<file path="src/hdl/hwd_fifo.sv">
`default_nettype none

module hwd_fifo #(
    parameter int WIDTH = 8,
    parameter int DEPTH = 2
) (
    input  wire                clk,
    input  wire                rst_n,
    input  wire                push,
    input  wire  [WIDTH-1:0]   push_data,
    output logic               full,
    input  wire                pop,
    output logic [WIDTH-1:0]   pop_data,
    output logic               empty
);
    localparam int PTR_W = (DEPTH > 1) ? $clog2(DEPTH) : 1;
    localparam int CNT_W = $clog2(DEPTH + 1);

    logic [WIDTH-1:0] mem_reg [DEPTH];
    logic [PTR_W-1:0] wr_ptr_reg, wr_ptr_next;
    logic [PTR_W-1:0] rd_ptr_reg, rd_ptr_next;
    logic [CNT_W-1:0] count_reg, count_next;
    logic             do_push;
    logic             do_pop;

    assign full     = (count_reg == CNT_W'(DEPTH));
    assign empty    = (count_reg == '0);
    assign pop_data = mem_reg[rd_ptr_reg];
    assign do_push  = push && !full;
    assign do_pop   = pop && !empty;

    // Advance pointers and occupancy
    always_comb
    begin
        wr_ptr_next = wr_ptr_reg;
        rd_ptr_next = rd_ptr_reg;
        count_next  = count_reg;
        if (do_push)
        begin
            wr_ptr_next = (wr_ptr_reg == PTR_W'(DEPTH - 1)) ? '0 : wr_ptr_reg + 1'b1;
        end
        if (do_pop)
        begin
            rd_ptr_next = (rd_ptr_reg == PTR_W'(DEPTH - 1)) ? '0 : rd_ptr_reg + 1'b1;
        end
        if (do_push && !do_pop)
        begin
            count_next = count_reg + 1'b1;
        end
        else if (do_pop && !do_push)
        begin
            count_next = count_reg - 1'b1;
        end
    end

    always_ff @(posedge clk or negedge rst_n)
    begin
        if (!rst_n)
        begin
            wr_ptr_reg <= '0;
            rd_ptr_reg <= '0;
            count_reg  <= '0;
        end
        else
        begin
            wr_ptr_reg <= wr_ptr_next;
            rd_ptr_reg <= rd_ptr_next;
            count_reg  <= count_next;
        end
    end

    // Store pushed entries
    always_ff @(posedge clk)
    begin
        if (do_push)
        begin
            mem_reg[wr_ptr_reg] <= push_data;
        end
    end

endmodule

`default_nettype wire

</file>
<file path="config.mk">
export PLATFORM = sky130hd
export DESIGN_NAME = hwd_fifo
export DESIGN_NICKNAME = d
export VERILOG_FILES = /design/src/hdl/hwd_fifo.sv
export SDC_FILE = /design/constraint.sdc
export NUM_CORES = 1
export LEC_CHECK = 0
export ABC_CLOCK_PERIOD_IN_PS = 1700
export BUFFER_PORTS_ARGS = -buffer_cell sky130_fd_sc_hd__buf_2
export CAP_MARGIN = 25
export CORE_ASPECT_RATIO = 0.9
export CORE_MARGIN = 10
export CORE_UTILIZATION = 40
export CTS_BUF_LIST = sky130_fd_sc_hd__clkbuf_8 sky130_fd_sc_hd__clkbuf_16
export CTS_CLUSTER_DIAMETER = 30
export DETAILED_ROUTE_END_ITERATION = 10
export PLACE_DENSITY = 0.62
export SETUP_SLACK_MARGIN = 0.05
export SYNTH_ARGS = -nofsm -noshare
export SYNTH_HDL_FRONTEND = slang
export SYNTH_SLANG_ARGS = --single-unit
export TNS_END_PERCENT = 20
</file>
<file path="constraint.sdc">
create_clock -name clk -period 1.7 [get_ports clk]
set_clock_uncertainty 0.1 [all_clocks]
set_input_delay 0.17 -clock clk [delete_from_list [all_inputs] [get_ports clk]]
set_output_delay 0.17 -clock clk [all_outputs]
set_load 0.01 [all_outputs]
</file>
# Word level (Yosys, flattened, before mapping)
# Memory sizes are Yosys's and may differ from the RTL's.
# Cells that the tools add are included.
[word_totals]
ram_bits = 16
memories = 1
register_bits = 4
input_bits = 12
latch_bits = 0
elab_cells = 25
romBits = 0
[classes]
n_eq_ne = 1
muxes = 6
magnitude_cmp = 0
n_mul = 0
reduce_logical = 10
div = 0
n_addsub = 4
n_bitwise = 0
shift = 0
[memory_table]
columns = ["name", "words", "width", "rd", "rd_clocked_by_memory_dff", "write_ports", "line_no", "text"]
rows = [
  ["mem_reg", 2, 8, 1, 0, 1, "19", "logic [WIDTH-1:0] mem_reg [DEPTH];"],
]
[ops]
columns = ["op", "n"]
rows = [
  ["logical AND 1 bit", 4],
  ["logical NOT 1 bit", 4],
  ["two-way mux 1 bit", 4],
  ["two-way mux 2 bit", 2],
  ["adder 1 bit, second input constant", 2],
  ["adder 2 x 1 -> 2 bit, second input constant", 1],
  ["equality test 2 bit, second input constant", 1],
  ["logical NOT 2 bit", 1],
  ["nonzero test 2 bit", 1],
  ["subtractor 2 x 1 -> 2 bit, second input constant", 1],
]

# Depth between registers and ports, before layout
[logic_depth]
depth_word = 7
mapped_depth = 7

# Least setup slack after synthesis
# OpenSTA, ideal clock, no wires.
[synth_path]
kind = "register -> register"
start = "reg count_reg[0]"
end = "mem mem_reg[0][0] (enable)"
arrival_ns = 1.022
path_stages_with_launch = 4
required_ns = 1.230
setup_ns = 0.370
path_buffers = 0
path_slack_ns = 0.208
path_cell_list = "dfrtp_1 nand2b_1 nand2_2 nor2_1"
[synth_via]
elab_chain_cells = 5
[synth_lines]
columns = ["item", "line_no", "text"]
rows = [
  ["start: declaration", "22", "logic [CNT_W-1:0] count_reg, count_next;"],
  ["start signal: assignment", "68", "count_reg <= count_next;"],
  ["equality test 2 bit", "26", "assign full = (count_reg == CNT_W'(DEPTH));"],
  ["logical NOT 1 bit", "29", "assign do_push = push && !full;"],
  ["logical AND 1 bit", "29", ""],
  ["two-way mux 1 bit", "75", "if (do_push)"],
  ["two-way mux 1 bit (implied by the code)", "77", "mem_reg[wr_ptr_reg] <= push_data;"],
  ["end: declaration", "19", ""],
]
# No other way between the ends.

# Worst setup path in the final report
[layout_path]
start = "reg count_reg[0]"
end = "reg count_reg[1]"
[layout_via]
elab_chain_cells = 6
elab_cells_between_ends = 15
cone_classes = "add/sub: 2; eq/ne: 1; mux: 2; reduce/logical: 10"
[layout_lines]
columns = ["item", "line_no"]
rows = [
  ["equality test 2 bit / logical NOT 2 bit (equally long branches)", "26, 27"],
  ["logical NOT 1 bit, on equally long branches", "29, 30"],
  ["logical AND 1 bit, on equally long branches", "29, 30"],
  ["logical NOT 1 bit, on equally long branches", "50, 46"],
  ["logical AND 1 bit, on equally long branches", "50, 46"],
  ["nonzero test 2 bit (no line) / two-way mux 2 bit (equally long branches)", "-"],
]
# Several ways; a longest one is shown, not always the timed one. The select of a mux whose other input is x is not followed.
# A chain may end at the register's enable or synchronous reset.

==> results.py <==
metrics = {
    "sta": {
        "hold_viol_final": 0,
        "fmax_mhz": 643,
        "worst_pin_slew_ps": 225,
        "slew_headroom_pct": 85.0,
        "rsz0062_at_grt": "true",
        "post-route-period-util_pct": 91.4,
        "holdWs_ps": 11.1,
        "fin_setup_tns_ps": 0,
        "final_max_slew_viol_count": 0,
        "setup_viol": 0,
        "setup_ws_ps": 146,
        "period_needed_ps": 1550,
    },
    "die": {
        "io_pins": 22,
        "initial_core_util_pct": 41.3,
        "core_area_um2": 1900,
        "rows": 15,
        "die_h_um": 61.9,
        "dieWidth_um": 66.6,
        "die-area_um2": 4130,
    },
    "power": {
        "netSwitchingPower_mw": 0.489,
        "p_seq_share_pct": 49.0,
        "clkPwrFrac_pct": 17.7,
        "powerDensity_nw_per_um2": 1590,
        "internal_power_mw": 1.13,
        "switching_share_pct": 30.2,
        "p_leak_nw": 0.427,
        "combPwrFrac_pct": 33.3,
        "irDropWorstVdd_uv": 807,
    },
    "final_layout": {
        "insertedDiodeCount": 0,
        "nets": 89,
        "syn_to_final_growth_pct": 30.2,
        "fin_util_pct": 53.7,
        "fillers": 173,
        "layout-drive-gt1-share_pct": 43.2,
        "largest_register_ffs": 16,
    },
    "logic_synthesis": {
        "synth_area_leaders": "edfxtp_1, dfrtp_1, mux2_1, mux2_2, xnor2_1",
        "synth-seq-cells": 20,
        "yosysTopAreaCellShare_pct": 61.4,
        "yosysTopAreaCell": "edfxtp_1",
        "syn-mean-instance-area_um2": 17.8,
        "ys_seq_area_share_pct": 74.2,
        "syn-num-nets": 57,
        "synth_enable_flop_cells": 16,
        "post-synth-top-count-cell": "edfxtp_1",
        "synth_common_cells": "edfxtp_1, mux2_1, dfrtp_1",
        "synthArstFlopShare_pct": 20.0,
        "synth_warnings": 0,
        "yosysUniqueCellTypes": 15,
        "ys.flop_type": "edfxtp_1",
        "synthesis.area_um2": 782,
        "syn_inst": 44,
    },
    "clocking": {
        "worstSkewPairLatency_ps": 250,
        "cts_sinks": 20,
        "clk_pin_slew_worst_paths_ps": 60,
        "cts_htree_levels": 1,
        "cts_tree": "built",
        "clk_path_buf_depth": 2,
        "cts_buffers": 3,
        "cts_root_buf": "clkbuf_8",
    },
    "critical_path": {
        "cp.arrival_ps": 1630,
        "critPathTopFamily": "simple AND/OR/NAND/NOR gates",
        "cp_num_buf_inv": 1,
        "crit_type": "reg2reg",
        "crit_required_ps": 1770,
        "cp_max_fo": 5,
        "crit_chain": "nand2b_1 > nand2_2 > inv_1 > ha_1 > nor2_1 > xor2_1",
        "cpMaxStageDelayCell": "dfrtp_1",
        "max_stage_delay_ps": 430,
        "startpoint_type": "register",
        "setup.worst_path.end_class": "register",
    },
    "global_routing": {
        "grt_overflow": 0,
        "grt_start_max_net_pins": 11,
        "grt_pass1_vias": 469,
        "grt_antenna_before_repair": 0,
        "grt.total_usage_pct": 6.69,
        "grt_pass1_wl_um": 2000,
    },
    "routing": {
        "first_pass_iters": 3,
        "vias_per_cell": 4.42,
        "drtIter0Drc": 6,
        "routed_wl_um": 1330,
        "drc": 0,
        "wl_per_cell_um": 13.4,
        "vias": 438,
        "postRouteAntennaNets": 0,
    },
    "job": {
        "maxCapViolations": 0,
    },
    "place": {
        "io_buffers": 21,
        "gp_congestion": 0.714,
        "pre_cts_slack_ps": 161,
        "dp_hpwl_um": 995,
    },
    "min_path": {
        "hold_path.class": "in2reg",
    },
    "outcome": {
        "status": "finished clean",
    },
}
worst paths after layout:
check,start,endpoint,slack [ps],cells past startpoint
max,count_reg[0],count_reg[1],150,6
min,push_data[1],mem_reg[1][1],10,1
max reg2reg,count_reg[0],count_reg[1],150,6
min reg2reg,wr_ptr_reg,wr_ptr_reg,420,1
max in group asynchronous,rst_n,rd_ptr_reg,1210,2
min in group asynchronous,rst_n,count_reg[0],150,2
worst reg2reg max path, cell delays in order, from the launching register on:
cell and delay (ps):
dfrtp_1 430, nand2b_1 200, nand2_2 120, inv_1 50
ha_1 300, nor2_1 130, xor2_1 150
per-layer routing:
layer	track usage, %	vias up	share of wire, %
met2	10.3	14	46
met3	2.69	2	9.9
met4	6.27	0	2.0
met5	0	-	0
met1	6.91	205	42
li1	-	217	-
cell type report:
type | instances | area, um^2 | area share (%)
clock buffers | 3 | 41.3 | 4.05
inverters | 2 | 7.51 | 0.737
multi-input cells | 21 | 189 | 18.6
flip-flops and latches | 20 | 582 | 57.1
well taps | 25 | 31.3 | 3.07
repair buffers | 28 | 168 | 16.5
cell usage in the layout (no fill, tap or decap):
cell type	netlist	layout
clkbuf_8	0	3
xnor2_1	2	2
nor2_1	3	3
xnor2_2	1	1
inv_1	2	2
dfrtp_2	0	1
buf_4	0	3
nand2b_1	1	1
edfxtp_1	16	16
and3_1	1	1
ha_1	1	1
xor2_1	2	2
mux2_2	2	2
mux2_1	6	6
o21ai_1	1	1
nand2_2	1	1
dlygate4sd3_1	0	4
buf_2	1	21
dfrtp_1	4	3
power by group through the flow:
| stage | sequential, mW | combinational (mW) | clock, mW |
|---|---|---|---|
| finish | 0.795 | 0.540 | 0.286 |
| global route | 0.811 | 0.601 | 0.327 |
| global placement | 0.800 | 0.543 | 0 |
| CTS | 0.795 | 0.553 | 0.304 |
| floorplan | 0.746 | 0.387 | 0 |
| detailed placement | 0.805 | 0.544 | 0 |
per-stage QoR:
step	instances	area [um^2]	power (mW)
after floorplan	44	782	1.13
after global placement	92	936	1.34
after detailed placement	92	936	1.35
after CTS	97	997	1.65
after global routing	99	1020	1.74
final	99	1020	1.62
logic make-up (layout without fill, tap and decap cells):
kind of cell / Yosys count / in the layout / synth area share (%)
compound gates: 1 / 1 / 0.639
xor+xnor: 5 / 5 / 6.56
fa+ha+maj: 1 / 1 / 1.60
buf+inv: 3 / 33 / 1.60
flops: 20 / 20 / 74.2
mux: 8 / 8 / 11.5
simple gates: 6 / 6 / 3.84
repair_timing:
| action | in CTS | in global routing |
|---|---|---|
| hold buffers | 2 | 2 |
| endpoints found under the hold margin | 6 | 3 |
| resized for setup | 0 | 1 |
| setup endpoints to repair | 0 | 9 |
| setup buffers | 0 | 0 |
Power figures use the tool's default switching activity.
