$ cat src/hdl/hwd_pkg.sv
`default_nettype none

package hwd_pkg;

    // Default widths of positions and timestamps
    localparam int POS_WIDTH_DEF  = 16;
    localparam int TIME_WIDTH_DEF = 32;

    // Configuration field widths
    localparam int THR_W      = 16;
    localparam int HOLD_W     = 16;
    localparam int CFG_IDX_W  = 2;
    localparam int CFG_DATA_W = 16;

    // Second-difference magnitude, saturated to MAG_MAX
    localparam int MAG_W   = 17;
    localparam int MAG_MAX = 65536;
    localparam int SQ_W    = 33;
    localparam int SUM_W   = 35;
    localparam int THR_SQ_W = 2 * THR_W;

    // Axes per frame: right x/y/z then left x/y/z
    localparam int NUM_AXES = 6;

    // Depth of the queue between front and back
    localparam int QUEUE_DEPTH = 2;

    // Register reset values
    localparam logic              ENABLE_RST    = 1'b1;
    localparam logic [THR_W-1:0]  THRESHOLD_RST = 16'd20;
    localparam logic [HOLD_W-1:0] APPEAR_RST    = 16'd1000;
    localparam logic [HOLD_W-1:0] DISAPPEAR_RST = 16'd2000;

    // Register indexes
    typedef enum logic [CFG_IDX_W-1:0] {
        REG_ENABLE    = 2'd0,
        REG_THRESHOLD = 2'd1,
        REG_APPEAR    = 2'd2,
        REG_DISAPPEAR = 2'd3
    } hwd_reg_t;

    // Configuration as seen by front and back
    typedef struct packed {
        logic              enable;
        logic [THR_W-1:0]  threshold;
        logic [HOLD_W-1:0] appear_hold;
        logic [HOLD_W-1:0] disappear_hold;
    } hwd_cfg_t;

    typedef logic [MAG_W-1:0] hwd_mag_t;

endpackage

`default_nettype wire

$ cat src/hdl/hwd_back.sv
`default_nettype none

module hwd_back #(
    parameter int TIME_WIDTH = 32,
    parameter int ENTRY_W    = 136
) (
    input  wire                      clk,
    input  wire                      rst_n,
    input  wire  hwd_pkg::hwd_cfg_t  cfg,
    input  wire  [ENTRY_W-1:0]       pop_data,
    input  wire                      empty,
    output logic                     pop,
    output logic                     out_valid,
    input  wire                      out_stall,
    output logic                     waving_now,
    output logic                     right_waving,
    output logic                     left_waving,
    output logic                     waving_active,
    output logic                     start_event,
    output logic                     stop_event
);
    import hwd_pkg::*;

    localparam int PROD_W = 2 * MAG_W;

    logic                              e_act;
    logic                              e_qual;
    logic [TIME_WIDTH-1:0]             e_time;
    logic [NUM_AXES-1:0][MAG_W-1:0]    e_mag;

    logic                  a_valid_reg, a_valid_next;
    logic                  a_act_reg, a_act_next;
    logic                  a_qual_reg, a_qual_next;
    logic [TIME_WIDTH-1:0] a_time_reg, a_time_next;
    logic [SQ_W-1:0]       a_sq_reg [NUM_AXES];
    logic [SQ_W-1:0]       a_sq_next[NUM_AXES];
    logic [PROD_W-1:0]     prod [NUM_AXES];
    logic [THR_SQ_W-1:0]   thr_sq_reg, thr_sq_next;

    logic                  out_valid_reg, out_valid_next;
    logic                  wn_reg, wn_next;
    logic                  rw_reg, rw_next;
    logic                  lw_reg, lw_next;
    logic                  st_reg, st_next;
    logic                  sp_reg, sp_next;
    logic                  waving_flag_reg, waving_flag_next;
    logic [TIME_WIDTH-1:0] last_wave_reg, last_wave_next;
    logic                  wave_valid_reg, wave_valid_next;

    logic                  b_ready;
    logic                  a_ready;
    logic [SUM_W-1:0]      sum_r;
    logic [SUM_W-1:0]      sum_l;
    logic                  r_over;
    logic                  l_over;
    logic [TIME_WIDTH-1:0] elapsed;
    logic                  pass_app;
    logic                  pass_dis;
    logic                  rw;
    logic                  lw;
    logic                  wn;
    logic                  st;
    logic                  sp;

    assign {e_act, e_qual, e_time, e_mag} = pop_data;

    // Handshake between queue, square stage and output register
    assign b_ready = !out_valid_reg || !out_stall;
    assign a_ready = !a_valid_reg || b_ready;
    assign pop     = !empty && a_ready;

    // Square stage
    always_comb
    begin
        a_valid_next = a_valid_reg;
        a_act_next   = a_act_reg;
        a_qual_next  = a_qual_reg;
        a_time_next  = a_time_reg;
        for (int i = 0; i < NUM_AXES; i++)
        begin
            prod[i]      = PROD_W'(e_mag[i]) * PROD_W'(e_mag[i]);
            a_sq_next[i] = a_sq_reg[i];
        end
        if (a_ready)
        begin
            a_valid_next = !empty;
        end
        if (pop)
        begin
            a_act_next  = e_act;
            a_qual_next = e_qual;
            a_time_next = e_time;
            for (int i = 0; i < NUM_AXES; i++)
            begin
                a_sq_next[i] = SQ_W'(prod[i]);
            end
        end
        thr_sq_next = THR_SQ_W'(cfg.threshold) * THR_SQ_W'(cfg.threshold);
    end

    // Compare norms and run the hold logic
    always_comb
    begin
        sum_r    = SUM_W'(a_sq_reg[0]) + SUM_W'(a_sq_reg[1]) + SUM_W'(a_sq_reg[2]);
        sum_l    = SUM_W'(a_sq_reg[3]) + SUM_W'(a_sq_reg[4]) + SUM_W'(a_sq_reg[5]);
        r_over   = sum_r > SUM_W'(thr_sq_reg);
        l_over   = sum_l > SUM_W'(thr_sq_reg);
        rw       = a_act_reg && a_qual_reg && r_over;
        lw       = a_act_reg && a_qual_reg && l_over;
        wn       = rw || lw;
        elapsed  = a_time_reg - last_wave_reg;
        pass_app = !wave_valid_reg || (elapsed > TIME_WIDTH'(cfg.appear_hold));
        pass_dis = !wave_valid_reg || (elapsed > TIME_WIDTH'(cfg.disappear_hold));
        st       = a_act_reg && pass_app && !waving_flag_reg && wn;
        sp       = a_act_reg && pass_dis && waving_flag_reg && !wn;
    end

    // Output register and held waving state
    always_comb
    begin
        out_valid_next   = out_valid_reg;
        wn_next          = wn_reg;
        rw_next          = rw_reg;
        lw_next          = lw_reg;
        st_next          = st_reg;
        sp_next          = sp_reg;
        waving_flag_next = waving_flag_reg;
        last_wave_next   = last_wave_reg;
        wave_valid_next  = wave_valid_reg;
        if (b_ready)
        begin
            out_valid_next = a_valid_reg;
            if (a_valid_reg)
            begin
                wn_next = wn;
                rw_next = rw;
                lw_next = lw;
                st_next = st;
                sp_next = sp;
                if (st)
                begin
                    waving_flag_next = 1'b1;
                end
                if (sp)
                begin
                    waving_flag_next = 1'b0;
                end
                if (wn)
                begin
                    last_wave_next  = a_time_reg;
                    wave_valid_next = 1'b1;
                end
            end
        end
    end

    always_ff @(posedge clk or negedge rst_n)
    begin
        if (!rst_n)
        begin
            a_valid_reg     <= 1'b0;
            out_valid_reg   <= 1'b0;
            wn_reg          <= 1'b0;
            rw_reg          <= 1'b0;
            lw_reg          <= 1'b0;
            st_reg          <= 1'b0;
            sp_reg          <= 1'b0;
            waving_flag_reg <= 1'b0;
            last_wave_reg   <= '0;
            wave_valid_reg  <= 1'b0;
        end
        else
        begin
            a_valid_reg     <= a_valid_next;
            out_valid_reg   <= out_valid_next;
            wn_reg          <= wn_next;
            rw_reg          <= rw_next;
            lw_reg          <= lw_next;
            st_reg          <= st_next;
            sp_reg          <= sp_next;
            waving_flag_reg <= waving_flag_next;
            last_wave_reg   <= last_wave_next;
            wave_valid_reg  <= wave_valid_next;
        end
    end

    // Pipeline payload
    always_ff @(posedge clk)
    begin
        a_act_reg  <= a_act_next;
        a_qual_reg <= a_qual_next;
        a_time_reg <= a_time_next;
        a_sq_reg   <= a_sq_next;
        thr_sq_reg <= thr_sq_next;
    end

    assign out_valid     = out_valid_reg;
    assign waving_now    = wn_reg;
    assign right_waving  = rw_reg;
    assign left_waving   = lw_reg;
    assign waving_active = waving_flag_reg;
    assign start_event   = st_reg;
    assign stop_event    = sp_reg;

    // A start leaves the state on, a stop leaves it off
    a_start_sets: assert property (@(posedge clk) disable iff (!rst_n)
        out_valid_reg && st_reg |-> waving_flag_reg)
        else $error("start event without waving state");

    a_stop_clears: assert property (@(posedge clk) disable iff (!rst_n)
        out_valid_reg && sp_reg |-> !waving_flag_reg)
        else $error("stop event with waving state still on");

    // The held state moves only together with a reported event
    a_rise_has_start: assert property (@(posedge clk) disable iff (!rst_n)
        $rose(waving_flag_reg) |-> out_valid_reg && st_reg)
        else $error("waving state rose without start event");

    a_fall_has_stop: assert property (@(posedge clk) disable iff (!rst_n)
        $fell(waving_flag_reg) |-> out_valid_reg && sp_reg)
        else $error("waving state fell without stop event");

endmodule

`default_nettype wire

$ cat config.mk
export PLATFORM = sky130hd
export DESIGN_NAME = hwd_back
export DESIGN_NICKNAME = d
export VERILOG_FILES = /design/src/hdl/hwd_pkg.sv /design/src/hdl/hwd_back.sv
export SDC_FILE = /design/constraint.sdc
export NUM_CORES = 2
export LEC_CHECK = 0
export ABC_CLOCK_PERIOD_IN_PS = 23200
export BUFFER_PORTS_ARGS = -buffer_cell sky130_fd_sc_hd__buf_4
export CAP_MARGIN = 20
export CELL_PAD_IN_SITES_DETAIL_PLACEMENT = 1
export CELL_PAD_IN_SITES_GLOBAL_PLACEMENT = 1
export CORE_MARGIN = 2
export CORE_UTILIZATION = 35
export CTS_CLUSTER_SIZE = 24
export DETAILED_ROUTE_END_ITERATION = 12
export PLACE_DENSITY = 0.71
export SLEW_MARGIN = 40
export SYNTH_ARGS = -nofsm -noshare
export SYNTH_HDL_FRONTEND = slang
export SYNTH_SLANG_ARGS = --single-unit
$ cat constraint.sdc
create_clock -name clk -period 23.2 [get_ports clk]
set_input_delay 4.64 -clock clk [delete_from_list [all_inputs] [get_ports clk]]
set_output_delay 4.64 -clock clk [all_outputs]
set_load 0.05 [all_outputs]
---- After elaboration in Yosys (flattened, before gate mapping) ----
Cells that the tools add are included.
word-level totals
  register bits ........................... 305
  bits of input ports ..................... 189
  output and inout port bits .............. 8
  word-level logic and storage cells ...... 64
operators by class
  $add $sub $neg .......................... 5
  multipliers ............................. 7
  $lt $le $gt $ge ......................... 4
  multiplexer cells ....................... 2
  reduce and logical (&&, ||, !) cells .... 26
operators with widths
  cell                                      count
  multiplier 17 x 17 -> 33 bit              6
  adder 34 x 33 -> 35 bit                   2
  greater-than comparator 35 x 32 -> 1 bit  2
  adder 33 x 33 -> 34 bit                   2
  greater-than comparator 32 x 16 -> 1 bit  2
  multiplier 16 x 16 -> 32 bit              1
  subtractor 32 bit                         1
  logical AND 1 bit                         10
  zero test 1 bit                           7
  AND reduction 3 bit                       2
  logical OR 1 bit                          5
  two-way mux 1 bit                         2
  AND reduction 2 bit                       1
  nonzero test 2 bit                        1

---- Depth between registers and ports, before layout ----
  depth after elaboration ................. 9
  mapped depth ............................ 29
  mapped depth without buffers ............ 26

---- Worst setup path after synthesis ----
OpenSTA, ideal clock, no wires.
  kind .................................... input to output
  start ................................... in out_stall
  end ..................................... out pop
  arrival time ............................ 17592 ps
  data required time ...................... 18560 ps
  slack ................................... 968 ps
  stages on the path ...................... 1
  buffers on the path ..................... 0
  path through ............................ a31oi_1
between the ends
  longest elaborated chain between the ends .. 4
ends and longest elaborated chain
  element            RTL line        text
  start, declared    hwd_back.sv:14  input wire out_stall,
  zero test 1 bit    hwd_back.sv:68  assign b_ready = !out_valid_reg || !out_stall;
  logical OR 1 bit   hwd_back.sv:68
  logical OR 1 bit   hwd_back.sv:69  assign a_ready = !a_valid_reg || b_ready;
  logical AND 1 bit  hwd_back.sv:70  assign pop = !empty && a_ready;
  end, declared      hwd_back.sv:12  output logic pop,
Every way passes these cells.

==> qor.yml <==
drt-vias-per-instance: 4.86
port_buffers: 195
route.layer.met1.wl_um: 79200
regArea_sq_um: 8430
crit_fanout: 17
crit_arrival_ns: 11.60
firstDrtPassIters: 5
fill_cells: 23837
wl_um: 189000
grt_antenna_before_repair: 12
final_core_util_pct: 37.9
hold_violations: 0
required_ns: 23.54
avgSynthCellArea_sq_um: 9.48
ant_nets: 0
rows: 167
ctsResizeCount: 0
core_area_sq_um: 207000
r2r-start: "a_sq_reg[39]"
cts_setup_buffers: 0
hpwl_um: 161000
htreeDepth: 2
largest_reg_flops: 192
place_ws_ns: 11.35
hold_path.class: "reg2reg"
async_reset_ff_share_pct: 13.8
multi_input_area_sq_um: 55600
finalCriticalPeriod_ns: 11.25
cap_violations: 0
grt_pass1_vias: 60236
rsz0062_at_grt: "false"
crit_end: "a_sq_reg[59]"
crit_start: "pop_data[72]"
reg2reg_depth: 23
final_max_slew_viol_count: 0
criticalPathCategory: "in2reg"
cp_slowest_cell: "o41ai_1"
status: "complete, no violations"
die_area_sq_um: 211000
syn_inst: 7658
place_area_sq_um: 77000
area_growth_pct: 7.78
die_w_um: 460
cpPeakStageDelay_ns: 0.67
synth_cell_types: 81
ios: 197
highest_layer: "met5"
yosys_warnings: 0
wl_met2_um: 96900
cts_buffers: 40
fmax_ghz: 0.0889
skew_ns: 0.0292
setup_viol: 0
synth_ff_type: "edfxtp_1"
final.setup.tns_ns: 0
via_count: 50915
dieHeight_um: 460
hold_buffers: 0
fin_nets: 10241
grt_pass1_wl_um: 313000
clk_pin_slew_worst_paths_ns: 0.06
insertion_delay_ns: 0.60
worst_slew_pin_slew_ns: 0.816
grt_overflow: 0
worst_slack_ns: 11.95
critPathCaptureType: "flop"
reg2reg_to: "last_wave_reg[30]"
crit_top_cell: "fa_1"
ys_ff_latch: 298
track_usage_pct: 18.5
r2r_setup_slack_ns: 15.96
final_area_sq_um: 78300
drive_gt1_share_pct: 4.51
cts_root_buf: "clkbuf_16"
wl_per_cell_um: 18.0
cts_num_sinks: 298
synth-edff-count: 226
grt_max_degree: 101
start_kind: "input port"
met3RoutedLength_um: 6350
crit_chain: "buf_4 -> nand2_1 -> fa_1 -> inv_1 -> fa_1 -> fa_1 -> inv_1 -> fa_1 -> fa_1 -> inv_1 -> fa_1 -> ha_1 -> a21o_1 -> a21o_1 -> a2111oi_0 -> nor3_1 -> a22o_1 -> o41ai_1 -> o21bai_1 -> a21o_1 -> a2111oi_0 -> nor3_1 -> xor2_1"
start_util_pct: 35.1
syn_area_sq_um: 72600
place_congestion: 0.875
clockBufferDepth: 3
slew_headroom_pct: 44.9
drc: 0
dr.first_iter.drc_count: 1895
synth-seq-area-share_pct: 11.6
cts_tree: "built"
period_share_pct: 48.5
## worst min path at each step
| stage | slack, ns | end | from | cells after the start |
|---|---|---|---|---|
| final | 0.46 | wave_valid_reg | wave_valid_reg | 1 |
| after global routing | 0.50 | wave_valid_reg | wave_valid_reg | 1 |
| after floorplan | 0.43 | wave_valid_reg | wave_valid_reg | 1 |
| after CTS | 0.47 | wave_valid_reg | wave_valid_reg | 1 |
| after detailed placement | 0.45 | wave_valid_reg | wave_valid_reg | 1 |
| after global placement | 0.45 | wave_valid_reg | wave_valid_reg | 1 |
## worst max-delay path, delay by kind of cell
kind,cells,cell delay (ns)
fa+ha+maj,7,3.38
simple gates,3,0.46
xor+xnor,1,0.16
compound gates,8,2.53
buf+inv,4,0.43
## cell usage after synthesis, drive strengths merged (36+ instances only)
| cell | instances | share of area [%] |
|---|---|---|
| o21bai | 47 | 0.50 |
| edfxtp | 226 | 9.3 |
| nand2b | 36 | 0.31 |
| a21oi | 260 | 1.8 |
| nand2 | 634 | 3.3 |
| nand3 | 51 | 0.35 |
| xnor2 | 244 | 2.9 |
| mux2 | 41 | 0.74 |
| nor2b | 58 | 0.50 |
| o21ai | 136 | 0.94 |
| inv | 2141 | 11 |
| nand4 | 37 | 0.32 |
| a21o | 141 | 1.5 |
| clkbuf | 147 | 0.76 |
| nor2 | 253 | 1.3 |
| and2 | 345 | 3.0 |
| xor2 | 84 | 1.0 |
| ha | 914 | 16 |
| fa | 1388 | 38 |
| nor3 | 53 | 0.37 |
| dfrtp | 41 | 1.4 |
| and3 | 41 | 0.35 |
## per-layer routing
metal | up-vias | global-route usage (%)
met3 | 295 | 2.08
met4 | 14 | 5.47
met2 | 761 | 33.8
li1 | 23522 | -
met1 | 26323 | 22.7
met5 | - | 0
## metrics by stage
stage / hold WS (ns) / std cells
3_5_place_dp: 0.446 / 10412
5_1_grt: 0.504 / 10482
3_3_place_gp: 0.445 / 10411
2_1_floorplan: 0.427 / 7661
6_report: 0.465 / 10483
4_1_cts: 0.466 / 10482
## cell type report
type	instances	share of cell area, %
Antenna cell	1	0.00320
Clock buffer	47	1.36
Clock inverter	23	0.273
Inverter	2141	10.3
Multi-Input combinational cell	5070	71.0
Sequential cell	298	10.8
Tap cell	2704	4.32
Timing Repair Buffer	199	1.95
## cells in the final DEF (no fill, tap or decap), drive strengths merged, types with 41 or more instances in the layout
master  instances
edfxtp        226
nor3           53
clkbuf         47
xor2           84
nand3          51
mux2           41
a21o          141
dfrtp          41
and3           41
inv          2148
fa           1388
nor2b          58
and2          345
o21bai         47
ha            914
buf           199
nor2          253
xnor2         244
o21ai         136
nand2         634
a21oi         260
## logic make-up after synthesis
logic type	count (synthesis)	synth area share [%]
flops	298	11.6
other cells	1	0.00516
xor+xnor	328	3.96
buf+inv	2293	11.9
simple gates	1573	10.4
compound gates	818	7.39
mux	45	0.794
fa+ha+maj	2302	54.0
Power is left out: the tool's default activity adds up to more than one toggle a clock period on the data nets, which glitch-free logic cannot reach.
