[config.mk]
export PLATFORM = sky130hd
export DESIGN_NAME = hwd_front
export DESIGN_NICKNAME = d
export VERILOG_FILES = /design/src/hdl/hwd_pkg.sv /design/src/hdl/hwd_front.sv
export SDC_FILE = /design/constraint.sdc
export NUM_CORES = 1
export LEC_CHECK = 0
export BUFFER_PORTS_ARGS = -buffer_cell sky130_fd_sc_hd__buf_2
export CORE_MARGIN = 2
export CORE_UTILIZATION = 50
export CTS_BUF_LIST = sky130_fd_sc_hd__clkbuf_8
export CTS_CLUSTER_SIZE = 25
export DETAILED_ROUTE_END_ITERATION = 6
export PLACE_DENSITY = 0.84
export REMOVE_ABC_BUFFERS = 1
export SLEW_MARGIN = 20
export SYNTH_ARGS = -nofsm -noshare
export SYNTH_HDL_FRONTEND = slang
export SYNTH_SLANG_ARGS = --single-unit
[constraint.sdc]
create_clock -name clk -period 9.9 [get_ports clk]
set_clock_uncertainty 0.05 [all_clocks]
set_input_delay 0.99 -clock clk [delete_from_list [all_inputs] [get_ports clk]]
set_output_delay 0.99 -clock clk [all_outputs]
set_load 0.02 [all_outputs]
[src/hdl/hwd_pkg.sv]
`default_nettype none

package hwd_pkg;

    // Default widths of positions and timestamps
    localparam int POS_WIDTH_DEF  = 16;
    localparam int TIME_WIDTH_DEF = 32;

    // Configuration field widths
    localparam int THR_W      = 16;
    localparam int HOLD_W     = 16;
    localparam int CFG_IDX_W  = 2;
    localparam int CFG_DATA_W = 16;

    // Second-difference magnitude, saturated to MAG_MAX
    localparam int MAG_W   = 17;
    localparam int MAG_MAX = 65536;
    localparam int SQ_W    = 33;
    localparam int SUM_W   = 35;
    localparam int THR_SQ_W = 2 * THR_W;

    // Axes per frame: right x/y/z then left x/y/z
    localparam int NUM_AXES = 6;

    // Depth of the queue between front and back
    localparam int QUEUE_DEPTH = 2;

    // Register reset values
    localparam logic              ENABLE_RST    = 1'b1;
    localparam logic [THR_W-1:0]  THRESHOLD_RST = 16'd20;
    localparam logic [HOLD_W-1:0] APPEAR_RST    = 16'd1000;
    localparam logic [HOLD_W-1:0] DISAPPEAR_RST = 16'd2000;

    // Register indexes
    typedef enum logic [CFG_IDX_W-1:0] {
        REG_ENABLE    = 2'd0,
        REG_THRESHOLD = 2'd1,
        REG_APPEAR    = 2'd2,
        REG_DISAPPEAR = 2'd3
    } hwd_reg_t;

    // Configuration as seen by front and back
    typedef struct packed {
        logic              enable;
        logic [THR_W-1:0]  threshold;
        logic [HOLD_W-1:0] appear_hold;
        logic [HOLD_W-1:0] disappear_hold;
    } hwd_cfg_t;

    typedef logic [MAG_W-1:0] hwd_mag_t;

endpackage

`default_nettype wire

[src/hdl/hwd_front.sv]
`default_nettype none

module hwd_front #(
    parameter int POS_WIDTH  = 16,
    parameter int TIME_WIDTH = 32,
    parameter int ENTRY_W    = 136
) (
    input  wire                           clk,
    input  wire                           rst_n,
    input  wire  hwd_pkg::hwd_cfg_t       cfg,
    input  wire                           in_valid,
    output logic                          in_stall,
    input  wire                           agent_tracked,
    input  wire                           agent_visible,
    input  wire  [TIME_WIDTH-1:0]         time_ms,
    input  wire  signed [POS_WIDTH-1:0]   right_x,
    input  wire  signed [POS_WIDTH-1:0]   right_y,
    input  wire  signed [POS_WIDTH-1:0]   right_z,
    input  wire  signed [POS_WIDTH-1:0]   left_x,
    input  wire  signed [POS_WIDTH-1:0]   left_y,
    input  wire  signed [POS_WIDTH-1:0]   left_z,
    output logic                          push,
    output logic [ENTRY_W-1:0]            push_data,
    input  wire                           full
);
    import hwd_pkg::*;

    localparam int DW = POS_WIDTH + 2;
    localparam int CW = (DW > MAG_W + 1) ? DW : MAG_W + 1;

    logic [POS_WIDTH-1:0] cur      [NUM_AXES];
    logic [POS_WIDTH-1:0] prev_reg [NUM_AXES];
    logic [POS_WIDTH-1:0] prev_next[NUM_AXES];
    logic [POS_WIDTH-1:0] prev2_reg [NUM_AXES];
    logic [POS_WIDTH-1:0] prev2_next[NUM_AXES];
    logic                 seen_last_reg, seen_last_next;
    logic                 seen_before_reg, seen_before_next;
    logic [DW-1:0]        diff [NUM_AXES];
    logic [DW-1:0]        mag  [NUM_AXES];
    logic [NUM_AXES-1:0][MAG_W-1:0] sat;
    logic                 accept;
    logic                 live;
    logic                 act;

    assign cur[0] = right_x;
    assign cur[1] = right_y;
    assign cur[2] = right_z;
    assign cur[3] = left_x;
    assign cur[4] = left_y;
    assign cur[5] = left_z;

    assign in_stall = full;
    assign accept   = in_valid && !full;
    assign push     = accept;
    assign live     = cfg.enable && agent_tracked;
    assign act      = live && agent_visible;

    // Second difference per axis, magnitude saturated at MAG_MAX
    always_comb
    begin
        for (int i = 0; i < NUM_AXES; i++)
        begin
            diff[i] = {{2{cur[i][POS_WIDTH-1]}}, cur[i]}
                    - {prev_reg[i][POS_WIDTH-1], prev_reg[i], 1'b0}
                    + {{2{prev2_reg[i][POS_WIDTH-1]}}, prev2_reg[i]};
            mag[i]  = diff[i][DW-1] ? (~diff[i] + 1'b1) : diff[i];
            sat[i]  = (CW'(mag[i]) > CW'(MAG_MAX)) ? MAG_W'(MAG_MAX)
                                                    : MAG_W'(CW'(mag[i]));
        end
    end

    assign push_data = {act, seen_last_reg && seen_before_reg, time_ms, sat};

    // Shift history on each tracked frame while the detector is enabled
    always_comb
    begin
        prev_next        = prev_reg;
        prev2_next       = prev2_reg;
        seen_last_next   = seen_last_reg;
        seen_before_next = seen_before_reg;
        if (accept && live)
        begin
            seen_before_next = seen_last_reg;
            seen_last_next   = agent_visible;
            if (agent_visible)
            begin
                prev2_next = prev_reg;
                prev_next  = cur;
            end
        end
    end

    always_ff @(posedge clk or negedge rst_n)
    begin
        if (!rst_n)
        begin
            seen_last_reg   <= 1'b0;
            seen_before_reg <= 1'b0;
        end
        else
        begin
            seen_last_reg   <= seen_last_next;
            seen_before_reg <= seen_before_next;
        end
    end

    // Position history is only read after two visible frames have filled it
    always_ff @(posedge clk)
    begin
        prev_reg  <= prev_next;
        prev2_reg <= prev2_next;
    end

endmodule

`default_nettype wire

Yosys cells after proc, flatten, opt, wreduce, memory -nomap -nowiden
Index checks and enable logic that the tools add are counted.
{"block": "op_classes", "addsub": 18, "magnitude_cmp": 6, "n_mux": 12, "bitwise": 6, "reduce_logical": 7}
{"op": "adder 18 x 1 -> 18 bit (second input constant)", "count": 6}
{"op": "adder 18 bit", "count": 6}
{"op": "greater-than comparator 18 x 17 -> 1 bit (second input constant)", "count": 6}
{"op": "2-to-1 mux 18 bit", "count": 6}
{"op": "inverter 18 bit", "count": 6}
{"op": "subtractor 16 x 17 -> 18 bit", "count": 6}
{"op": "2-to-1 mux 17 bit", "count": 6}
{"op": "logical AND 1 bit", "count": 5}
{"op": "AND reduction 2 bit", "count": 1}
{"op": "logical NOT 1 bit", "count": 1}
{"block": "word_totals", "regBits": 194, "input_bits": 183, "output_inout_bits": 138, "word_cells": 63}

Logic depth before layout (Yosys ltp)
Gate-level depths: netlist (run 1).
{"block": "depth", "ltp_word": 7, "ltp_mapped": 18, "depth_no_buf": 15}

Least setup slack after synthesis (run 1)
OpenSTA, ideal clock, no wires.
{"block": "synth_path", "path_type": "input to register", "start": "input port in_valid", "end": "register prev2_reg[0] (netlist name), enable pin", "setup_ps": 576, "arrival_time_ps": 5858, "t_required_ps": 9274, "setup_slack_ps": 3416, "stages": 2, "n_path_buf": 0, "cell_sequence": "nor2b_1 and2_1"}
{"block": "synth_between", "elab_chain_len": 3}
{"item": "from (decl)", "line_no": "hwd_front.sv:11", "text": "input wire in_valid,"}
{"item": "logical AND 1 bit", "line_no": "hwd_front.sv:53", "text": "assign accept = in_valid && !full;"}
{"item": "logical AND 1 bit", "line_no": "hwd_front.sv:81", "text": "if (accept && live)"}
{"item": "AND reduction 2 bit (no source line)"}
{"item": "to (signal assigned)", "line_no": "hwd_front.sv:111", "text": "prev2_reg <= prev2_next;"}
{"item": "to (decl)", "line_no": "hwd_front.sv:34", "text": "logic [POS_WIDTH-1:0] prev2_reg [NUM_AXES];"}
No other way between the ends.
A chain may end at the register's enable or synchronous reset.

Worst setup path after layout (run 1)
{"block": "layout_path", "start": "input port right_z[6]", "end": "output port push_data[41]"}
{"block": "layout_between", "elab_chain_len": 7}
{"item": "from (decl)", "line_no": "hwd_front.sv:18", "text": "input wire signed [POS_WIDTH-1:0] right_z,"}
{"item": "subtractor 16 x 17 -> 18 bit *", "line_no": "hwd_front.sv:64", "text": "- {prev_reg[i][POS_WIDTH-1], prev_reg[i], 1'b0}"}
{"item": "adder 18 bit *", "line_no": "hwd_front.sv:65", "text": "+ {{2{prev2_reg[i][POS_WIDTH-1]}}, prev2_reg[i]};"}
{"item": "inverter 18 bit", "line_no": "hwd_front.sv:66", "text": "mag[i] = diff[i][DW-1] ? (~diff[i] + 1'b1) : diff[i];"}
{"item": "adder 18 x 1 -> 18 bit", "line_no": "hwd_front.sv:66"}
{"item": "2-to-1 mux 18 bit *", "line_no": "hwd_front.sv:66"}
{"item": "greater-than comparator 18 x 17 -> 1 bit", "line_no": "hwd_front.sv:67", "text": "sat[i] = (CW'(mag[i]) > CW'(MAG_MAX)) ? MAG_W'(MAG_MAX)"}
{"item": "2-to-1 mux 17 bit *", "line_no": "hwd_front.sv:67"}
{"item": "to (decl)", "line_no": "hwd_front.sv:23", "text": "output logic [ENTRY_W-1:0] push_data,"}
Every way passes the cells marked *; elsewhere a longest branch is shown, timed or not.

==> flow_summary.yaml, run 1 <==
run_status:
  status: "complete, no violations"
clock_network:
  cts_max_path_buffers: 2
  cts_root_buf: "clkbuf_8"
  cts.sinks: 194
  cts_setup_buffers: 0
  cts_made_buffers: 17
  cts_hold_buf: 0
  cts_max_level: 4
  cts_tree: "built"
  cts_resized: 0
  clk_pin_slew_ns: 0.10
  clk_latency_ns: 0.49
placed_design:
  placed_cells: 2602
  gp_congestion: 0.8500
  io_buffers: 208
  post_dp_cell_area_um2: 19440
  place.detailed.hpwl_um: 31200
  place_ws_ns: 3.348
global_route:
  grt_usage: 0.2041
  grt_max_degree: 81
  grt_first_pass_wirelength_um: 63880
  overflow: 0
  antenna_found_initial: 8
  grt_pass1_vias: 13780
pwr:
  power.share.sequential: 0.329
  p_sw_mw: 1.148
  power_leakage_nw: 9.217
  combPwrFrac: 0.485
  p_per_area_nw_per_um2: 140.4
  swShare: 0.4116
  p_int_mw: 1.640
  power_mw: 2.788
  clock_power_share: 0.187
  ir_drop_v: 0.00009120
cells_and_area:
  multi_input_area_um2: 10520
  seq_area_um2: 5816
  drive_above_1_share: 0.1367
  finalNonFillerCells: 2640
  layout-area-overhead-vs-synth_pct: 8.964
  final_area_um2: 19860
  nets: 2547
  nFillCells: 3203
sta:
  finalHoldViolCount: 0
  period_share: 0.6651
  setup_viol: 0
  worst_pin_slew_ns: 1.039
  clock.fmax_ghz: 0.1519
  slew_viol_final: 0
  relSlewSlack: 0.2984
  period_needed_ns: 6.584
  setup_tns_ns: 0
  rsz0062_at_grt: "no"
  layout_setup_ws_ns: 3.316
logic_synthesis:
  synth-edff-count: 192
  synth_ff_type: "edfxtp_1"
  synth_area_leaders: "edfxtp_1 32%, fa_1 11%, inv_1 8.1%"
  yosysTopAreaCell: "edfxtp_1"
  ys_async_sr_fraction: 0.01031
  synthTopCellsByCount: "394 x inv_1, 192 x edfxtp_1, 175 x nor2_1, 114 x nand2_1, 108 x ha_1"
  syn_area_um2: 18230
  synth.distinct_cells: 108
  syn_area_per_cell_um2: 9.092
  synth.most_common_cell: "inv_1"
  ys_seq_area_frac: 0.3190
  synthCells: 2005
  synth-seq-cells: 194
  yosys_warnings: 0
  synth_top_cell_area_share: 0.3163
min_path:
  hold_class: "input pin to async pin"
detailed_routing:
  drt-vias-per-instance: 5.423
  routed_wl_um: 38870
  vias: 14320
  wl_per_cell_um: 14.72
  drc: 0
  drt_iter0_drc: 639
  drtPass1Iterations: 5
  antenna_left: 0
floorplanning:
  die_w_um: 194.9
  core-area_um2: 35740
  io_pins: 321
  die_h_um: 194.9
  initial_core_util: 0.5100
  rows: 69
  dieArea_um2: 38000
setup_path:
  cp-end-kind: "primary output"
  critical_path_arrival_ns: 5.54
  crit_required_ns: 8.86
  start_kind: "input pin"
  crit_fanout: 10
  worstSetupPathType: "input pin to primary output"
job:
  cap_viol_max_count: 0
## path summary, 6_finish.rpt
kind | depth (start not counted) | slack (ns) | end | startpoint
worst max-delay path | 16 | 3.32 | push_data[41] | right_z[6]
worst min-delay path | 1 | 0.21 | seen_last_reg | rst_n
worst max register to register | 1 | 9.08 | seen_before_reg | seen_last_reg
worst min register to register | 0 | 0.44 | prev2_reg[87] | prev_reg[87]
max in group asynchronous | 1 | 9.50 | seen_before_reg | rst_n
min in group clk | 0 | 0.44 | prev2_reg[87] | prev_reg[87]
## metrics by stage
stage | hold slack (ns) | util
5_1_grt | 0.1534 | 0.5555
4_1_cts | 0.1550 | 0.5547
3_3_place_gp | 0.4176 | 0.5438
3_5_place_dp | 0.4223 | 0.5438
6_report | 0.2052 | 0.5557
2_1_floorplan | 0.4103 | -
## cell families after synthesis
group,count (synthesis),share of synthesized area
AND/OR/NAND/NOR,548,0.1529
XOR/XNOR,169,0.08120
adder cells (fa/ha/maj),204,0.1796
flip-flops,194,0.3190
buffers and inverters,470,0.1054
multiplexers,12,0.007824
AO/OA/AOI/OAI,408,0.1542
## final cells by class
type,count,share of cell area
multi-input combinational,1341,0.5294
sequential,194,0.2928
inverter,394,0.07446
timing repair buffer,212,0.05392
tap,461,0.02904
clock buffer,18,0.01247
clock inverter,14,0.007118
antenna,6,0.0007559
## worst max-delay path: stages
cell and delay, ns:
buf_2 0.11, inv_1 0.06, fa_1 0.52, inv_1 0.04, ha_1 0.40, or3_1 0.41
a21oi_1 0.16, a31oi_1 0.16, nor3b_2 0.49, and4b_1 0.42, mux2_2 0.37, o32ai_1 0.26
o41ai_1 0.14, o41a_1 0.61, nor3_4 0.23, buf_2 0.18
## layout by cell type (no fill, tap or decap), types with 40 or more instances in the layout
cell type and count:
inv_1 397, buf_2 208, edfxtp_1 192, nor2_1 175
nand2_1 114, ha_1 108, xnor2_1 100, a21oi_1 98
fa_1 96, o21ai_0 80, xor2_1 67, a21o_1 40
## per-layer routing
metal,GRT usage,part of all wire,up-vias
li1,-,-,7067
met1,0.2563,0.44,6775
met2,0.3385,0.46,420
met3,0.06351,0.079,46
met4,0.05570,0.015,10
met5,0.02043,0.0043,-
## power groups by stage
stage               Sequential [mW]  Combinational, mW  Clock [mW]
floorplan                     0.936              0.999           0
global placement              0.935               1.30           0
detailed placement            0.936               1.34           0
CTS                           0.917               1.34       0.547
global route                  0.918               1.48       0.571
finish                        0.916               1.35       0.520
Note: power is estimated with default switching activity, not from simulation.
==> inputs of run 2 (changes only) <==
- ABC_AREA: default -> 1
- PLACE_DENSITY: 0.84 -> 0.85
- clock period: 9.9 -> 5.5 ns (I/O delays scaled with it)
==> run 2 against run 1 <==
  * Synthesized cell count increased by 54%
  * Global-route usage increased by 1.2 points
  * Combinational power increased by 79%
  * Register-to-register slack got worse by 4.4 ns
  * Non-clock buffer count decreased by 1
  * Clock-buffer cell count decreased by 1
  * First-iteration DRC count increased by 77%
==> flow_summary.yaml, run 2 <==
run_status:
  status: "complete, no violations"
sta:
  setup_viol: 0
  rsz0062_at_grt: "no"
  relSlewSlack: 0.4475
  period_share: 0.9091
  worst_pin_slew_ns: 0.8288
  slew_viol_final: 0
  period_needed_ns: 5.000
  finalHoldViolCount: 0
  clock.fmax_ghz: 0.2000
setup_path:
  crit_required_ns: 4.90
  start_kind: "flop"
  path_cells: "fa_1, inv_1, ha_1, nand2_1, nand2_1, a21oi_2, nand3_1, nand2_1, nand2_1, nand2_1, nand2_2, nand2_1, nand2_1, nor2_1, nand2_1, nor2_1, nand2_1, nor2_1, nand2_2, a21oi_1, buf_2"
  worstSetupPathType: "flop to primary output"
  critical_path_arrival_ns: 4.40
  cp_common_cell: "nand2_1"
  cpPeakStageDelay_ns: 0.54
  crit_fanout: 25
  crit_path_top_delay_cell: "fa_1"
  rrSetupSlack_ns: 4.67
  cp-end-kind: "primary output"
logic_synthesis:
  synth-seq-cells: 194
  syn_area_um2: 20710
  synth_top_cell_area_share: 0.2783
  synth-edff-count: 192
  synth_ff_type: "edfxtp_1"
  synth_area_leaders: "edfxtp_1 28%, nand2_1 18%, inv_1 14%"
  synthCells: 3097
  ys_async_sr_fraction: 0.01031
  synth.most_common_cell: "nand2_1"
  ys_seq_area_frac: 0.2808
  synthTopCellsByCount: "998 x nand2_1, 771 x inv_1, 290 x nand3_1, 264 x nor2_1, 192 x edfxtp_1"
  yosysTopAreaCell: "edfxtp_1"
  syn_area_per_cell_um2: 6.688
  yosys_warnings: 0
  synth.distinct_cells: 41
cells_and_area:
  layout-area-overhead-vs-synth_pct: 8.070
  drive_above_1_share: 0.09625
  final_common_cell: "nand2_1"
  layout_common_cells: "998 x nand2_1, 772 x inv_1, 290 x nand3_1"
  final_util: 0.5482
  nets: 3657
  nFillCells: 3966
  finalNonFillerCells: 3820
clock_network:
  cts_tree: "built"
  cts_max_level: 4
  clk_pin_slew_ns: 0.12
  cts_setup_buffers: 0
  clk_latency_ns: 0.52
  cts_hold_buf: 1
  cts_made_buffers: 17
  cts.sinks: 194
  cts_resized: 0
  cts_max_path_buffers: 2
  cts_root_buf: "clkbuf_8"
detailed_routing:
  drtPass1Iterations: 5
  vias: 18660
  maxUsedRoutingLayer: "met5"
  drt_iter0_drc: 1133
  routed_wl_um: 46140
  wl_met3_um: 3439
  drt-vias-per-instance: 4.884
  drc: 0
  wl_met2_um: 21210
  wl_per_cell_um: 12.08
  wl_met1_um: 20280
  antenna_left: 0
pwr:
  power.share.sequential: 0.329
  combPwrFrac: 0.483
  p_int_mw: 2.783
  p_sw_mw: 2.229
  p_per_area_nw_per_um2: 223.9
  clock_power_share: 0.188
  power_leakage_nw: 12.70
  ir_drop_v: 0.0001765
  swShare: 0.4448
global_route:
  grt_first_pass_wirelength_um: 77180
  antenna_found_initial: 12
  grt_max_degree: 129
  grt_pass1_vias: 17230
  overflow: 0
  grt_usage: 0.2157
placed_design:
  gp_congestion: 0.9027
  placed_cells: 3782
  place.detailed.hpwl_um: 38070
  io_buffers: 208
floorplanning:
  io_pins: 321
  die_h_um: 207.5
  rows: 74
  dieArea_um2: 43070
  die_w_um: 207.5
  core-area_um2: 40830
  initial_core_util: 0.5073
min_path:
  hold_class: "input pin to flop"
job:
  cap_viol_max_count: 0
-- run 2: path summary, 6_finish.rpt --
check / startpoint / endpoint / cells past startpoint
min reg2reg: prev_reg[71] / prev2_reg[71] / 0
max in group asynchronous: rst_n / seen_last_reg / 2
max: prev_reg[69] / push_data[27] / 21
min in group asynchronous: rst_n / seen_before_reg / 2
min: left_x[14] / prev_reg[46] / 1
max reg2reg: seen_last_reg / seen_before_reg / 1
-- run 2: kinds of logic (layout without fill, tap and decap cells) --
family	Yosys count	after routing	synth area share
adder cells (fa/ha/maj)	204	204	0.1580
AO/OA/AOI/OAI	136	136	0.03497
buffers and inverters	834	1020	0.1638
XOR/XNOR	44	44	0.01860
flip-flops	194	194	0.2808
other	0	5	0
multiplexers	1	1	0.0005436
AND/OR/NAND/NOR	1684	1684	0.3433
-- run 2: routing by layer --
layer,global-route usage,vias to the layer above
met5,0.006674,-
met4,0.06773,14
met3,0.05855,72
met2,0.3561,478
met1,0.2749,8367
li1,-,9726
-- run 2: layout make-up --
class                   instances  area (um2)  area share
repair buffers                211        1079     0.04818
clock inverters                15       150.1    0.006707
inverters                     777        2917      0.1303
well taps                     532       665.6     0.02974
multi-input cells            2069       11510      0.5143
clock buffers                  17       234.0     0.01045
diodes                          5       12.51   0.0005589
flip-flops and latches        194        5816      0.2598
-- run 2: power by group through the flow --
stage | Clock [mW] | Combinational (mW) | Sequential (mW)
2_1_floorplan | 0 | 1.80 | 1.69
3_3_place_gp | 0 | 2.36 | 1.68
3_5_place_dp | 0 | 2.41 | 1.68
4_1_cts | 0.980 | 2.42 | 1.65
5_1_grt | 1.04 | 2.74 | 1.65
6_report | 0.940 | 2.42 | 1.65
-- run 2: critical path, delay by kind of cell (launching register included) --
family / cells / cell delay (ns)
flops: 1 / 0.46
compound gates: 2 / 0.44
fa+ha+maj: 2 / 0.90
simple gates: 15 / 1.84
buf+inv: 2 / 0.24
-- run 2: metrics by stage --
step | hold slack (ns) | setup WS, ns | power [mW] | instance area [um2] | setup TNS (ns)
3_5_place_dp | 0.2899 | 0.8200 | 4.091 | 21980 | 0
2_1_floorplan | 0.2044 | -4.405 | 3.487 | 20240 | -845.85
6_report | 0.1567 | 0.4999 | 5.012 | 22390 | 0
5_1_grt | 0.1060 | 0.1102 | 5.433 | 22380 | 0
3_3_place_gp | 0.2855 | 0.9424 | 4.040 | 21980 | 0
4_1_cts | 0.1041 | 0.5424 | 5.051 | 22370 | 0
==> inputs of run 3 (changes only) <==
- CORE_ASPECT_RATIO: default -> 1.4
==> run 3 against run 2 <==
  * Hold slack better by 0.0057 ns
  * Register-to-register slack better by 0.02 ns
  * Via count hardly changed
  * Non-clock buffer count stayed put
  * Fmax is 1.8% higher
  * Sequential cell count stayed put
  * Final area hardly changed
  * Sequential share of layout area hardly changed
  * Critical path type unchanged
  * Highest routed layer unchanged
==> flow_summary.yaml, run 3 (same netlist as run 2, synthesis figures left out) <==
setup_path:
  path_delay_family: "simple AND/OR/NAND/NOR gates"
  cpPeakStageDelay_ns: 0.53
  r2r.worst_path.cells: 1
  crit_buf_inv: 2
  worstSetupPathType: "flop to primary output"
  cp_common_cell: "nand2_1"
  crit_path_top_delay_cell: "fa_1"
  critical_path_arrival_ns: 4.31
  cp.depth: 20
  r2r_start: "seen_last_reg"
  crit_start: "prev_reg[6]"
  crit_required_ns: 4.90
  crit_fanout: 28
  cp-end-kind: "primary output"
  start_kind: "flop"
  path_cells: "fa_1, inv_1, ha_1, nand2_1, nor2_2, nand3_1, nand3_1, nand2_1, nand3_1, nand2_4, nand2_1, nand2_1, nor2_1, nand2_1, nor2_1, nand3_1, nor2_2, nor2_4, nor2_1, buf_2"
sta:
  slew_viol_final: 0
  period_share: 0.8932
  period_needed_ns: 4.913
  worst_pin_slew_ns: 0.6494
  relSlewSlack: 0.5671
  layout_setup_ws_ns: 0.5871
  finalHoldViolCount: 0
  setup_viol: 0
  clock.fmax_ghz: 0.2035
  hold-worst-slack_ns: 0.1624
  rsz0062_at_grt: "no"
detailed_routing:
  drtPass1Iterations: 6
  routed_wl_um: 46050
  drt-vias-per-instance: 4.871
  vias: 18650
  antenna_left: 0
  drc: 0
  drt_iter0_drc: 786
  wl_per_cell_um: 12.03
clock_network:
  cts_max_level: 4
  cts_max_path_buffers: 2
  cts_made_buffers: 17
  cts.sinks: 194
  clk_latency_ns: 0.52
  cts_tree: "built"
  cts_resized: 0
  clk_pin_slew_ns: 0.10
  cts_root_buf: "clkbuf_8"
min_path:
  hold_depth: 1
  hold_class: "input pin to flop"
  hold_start: "left_x[15]"
floorplanning:
  core-area_um2: 41070
  initial_core_util: 0.5044
  dieArea_um2: 43090
  die_h_um: 244.8
  die_w_um: 176.0
  rows: 88
  io_pins: 321
global_route:
  grt_usage: 0.2179
  antenna_found_initial: 10
  grtUsageMet1: 0.2390
  grt_busiest_layer: "met2"
  grt_use_met3: 0.05468
  grt_max_degree: 115
  overflow: 0
  grt_util_met2: 0.4012
  grt_pass1_vias: 17410
  grt_first_pass_wirelength_um: 76530
placed_design:
  place.detailed.hpwl_um: 38490
  io_buffers: 208
  place_ws_ns: 0.8017
  gp_congestion: 0.9181
pwr:
  ir_drop_v: 0.0001489
  p_per_area_nw_per_um2: 220.4
  power_leakage_nw: 12.69
cells_and_area:
  seq_area_um2: 5816
  layout_common_cells: "998 x nand2_1, 771 x inv_1, 290 x nand3_1"
  nFillCells: 4052
  final_common_cell: "nand2_1"
  nets: 3657
  multi_input_area_um2: 11510
  layout-area-overhead-vs-synth_pct: 8.064
  drive_above_1_share: 0.09625
job:
  cap_viol_max_count: 0
run_status:
  status: "complete, no violations"
## run 3: changes by cell type in the layout (fill, tap and decap cells not counted)
cell        change
clkinv_4        -1
buf_12          +1
buf_4           -1
bufinv_16       -1
clkinvlp_4      +2
inv_1           -1
clkinv_1        +1
## run 3: timing repair
item | 4_1_cts | 5_1_grt
hold buffers | 1 | 0
endpoints found under the hold margin | 2 | 0
setup buffers | 0 | 0
## run 3: area by class of cell
type,count,share of cell area
Clock buffer,17,0.01045
Multi-Input combinational cell,2069,0.5143
Antenna cell,5,0.0005590
Clock inverter,15,0.005646
Sequential cell,194,0.2598
Inverter,777,0.1303
Timing Repair Buffer,211,0.04874
Tap cell,540,0.03018
## run 3: metal layers
metal,vias up,part of all wire
met5,-,0.0028
met2,410,0.50
met3,81,0.059
met1,8435,0.41
li1,9710,-
met4,12,0.026
## run 3: power by group
group	internal (mW)	switching, mW	leakage (nW)
Sequential	1.64	0.0127	1.76
Combinational	0.776	1.62	10.8
Clock	0.323	0.567	0.175
## run 3: final timing paths
| kind | to | slack [ns] |
|---|---|---|
| setup / recovery | push_data[97] | 0.59 |
| hold reg to reg | prev2_reg[66] | 0.44 |
| hold / removal | prev_reg[47] | 0.16 |
| setup reg to reg | seen_before_reg | 4.69 |
| max in group asynchronous | seen_before_reg | 5.02 |
| min in group asynchronous | seen_last_reg | 0.28 |
## run 3: through the flow
stage	TNS, ns	cells	cell area [um2]	total power, mW	utilization
after floorplan	-845.85	3040	20240	3.487	-
after global placement	0	3790	22000	4.026	0.5357
after detailed placement	0	3790	22000	4.073	0.5357
after CTS	0	3823	22370	4.984	0.5447
after global routing	0	3826	22380	5.354	0.5449
final	0	3828	22380	4.933	0.5450
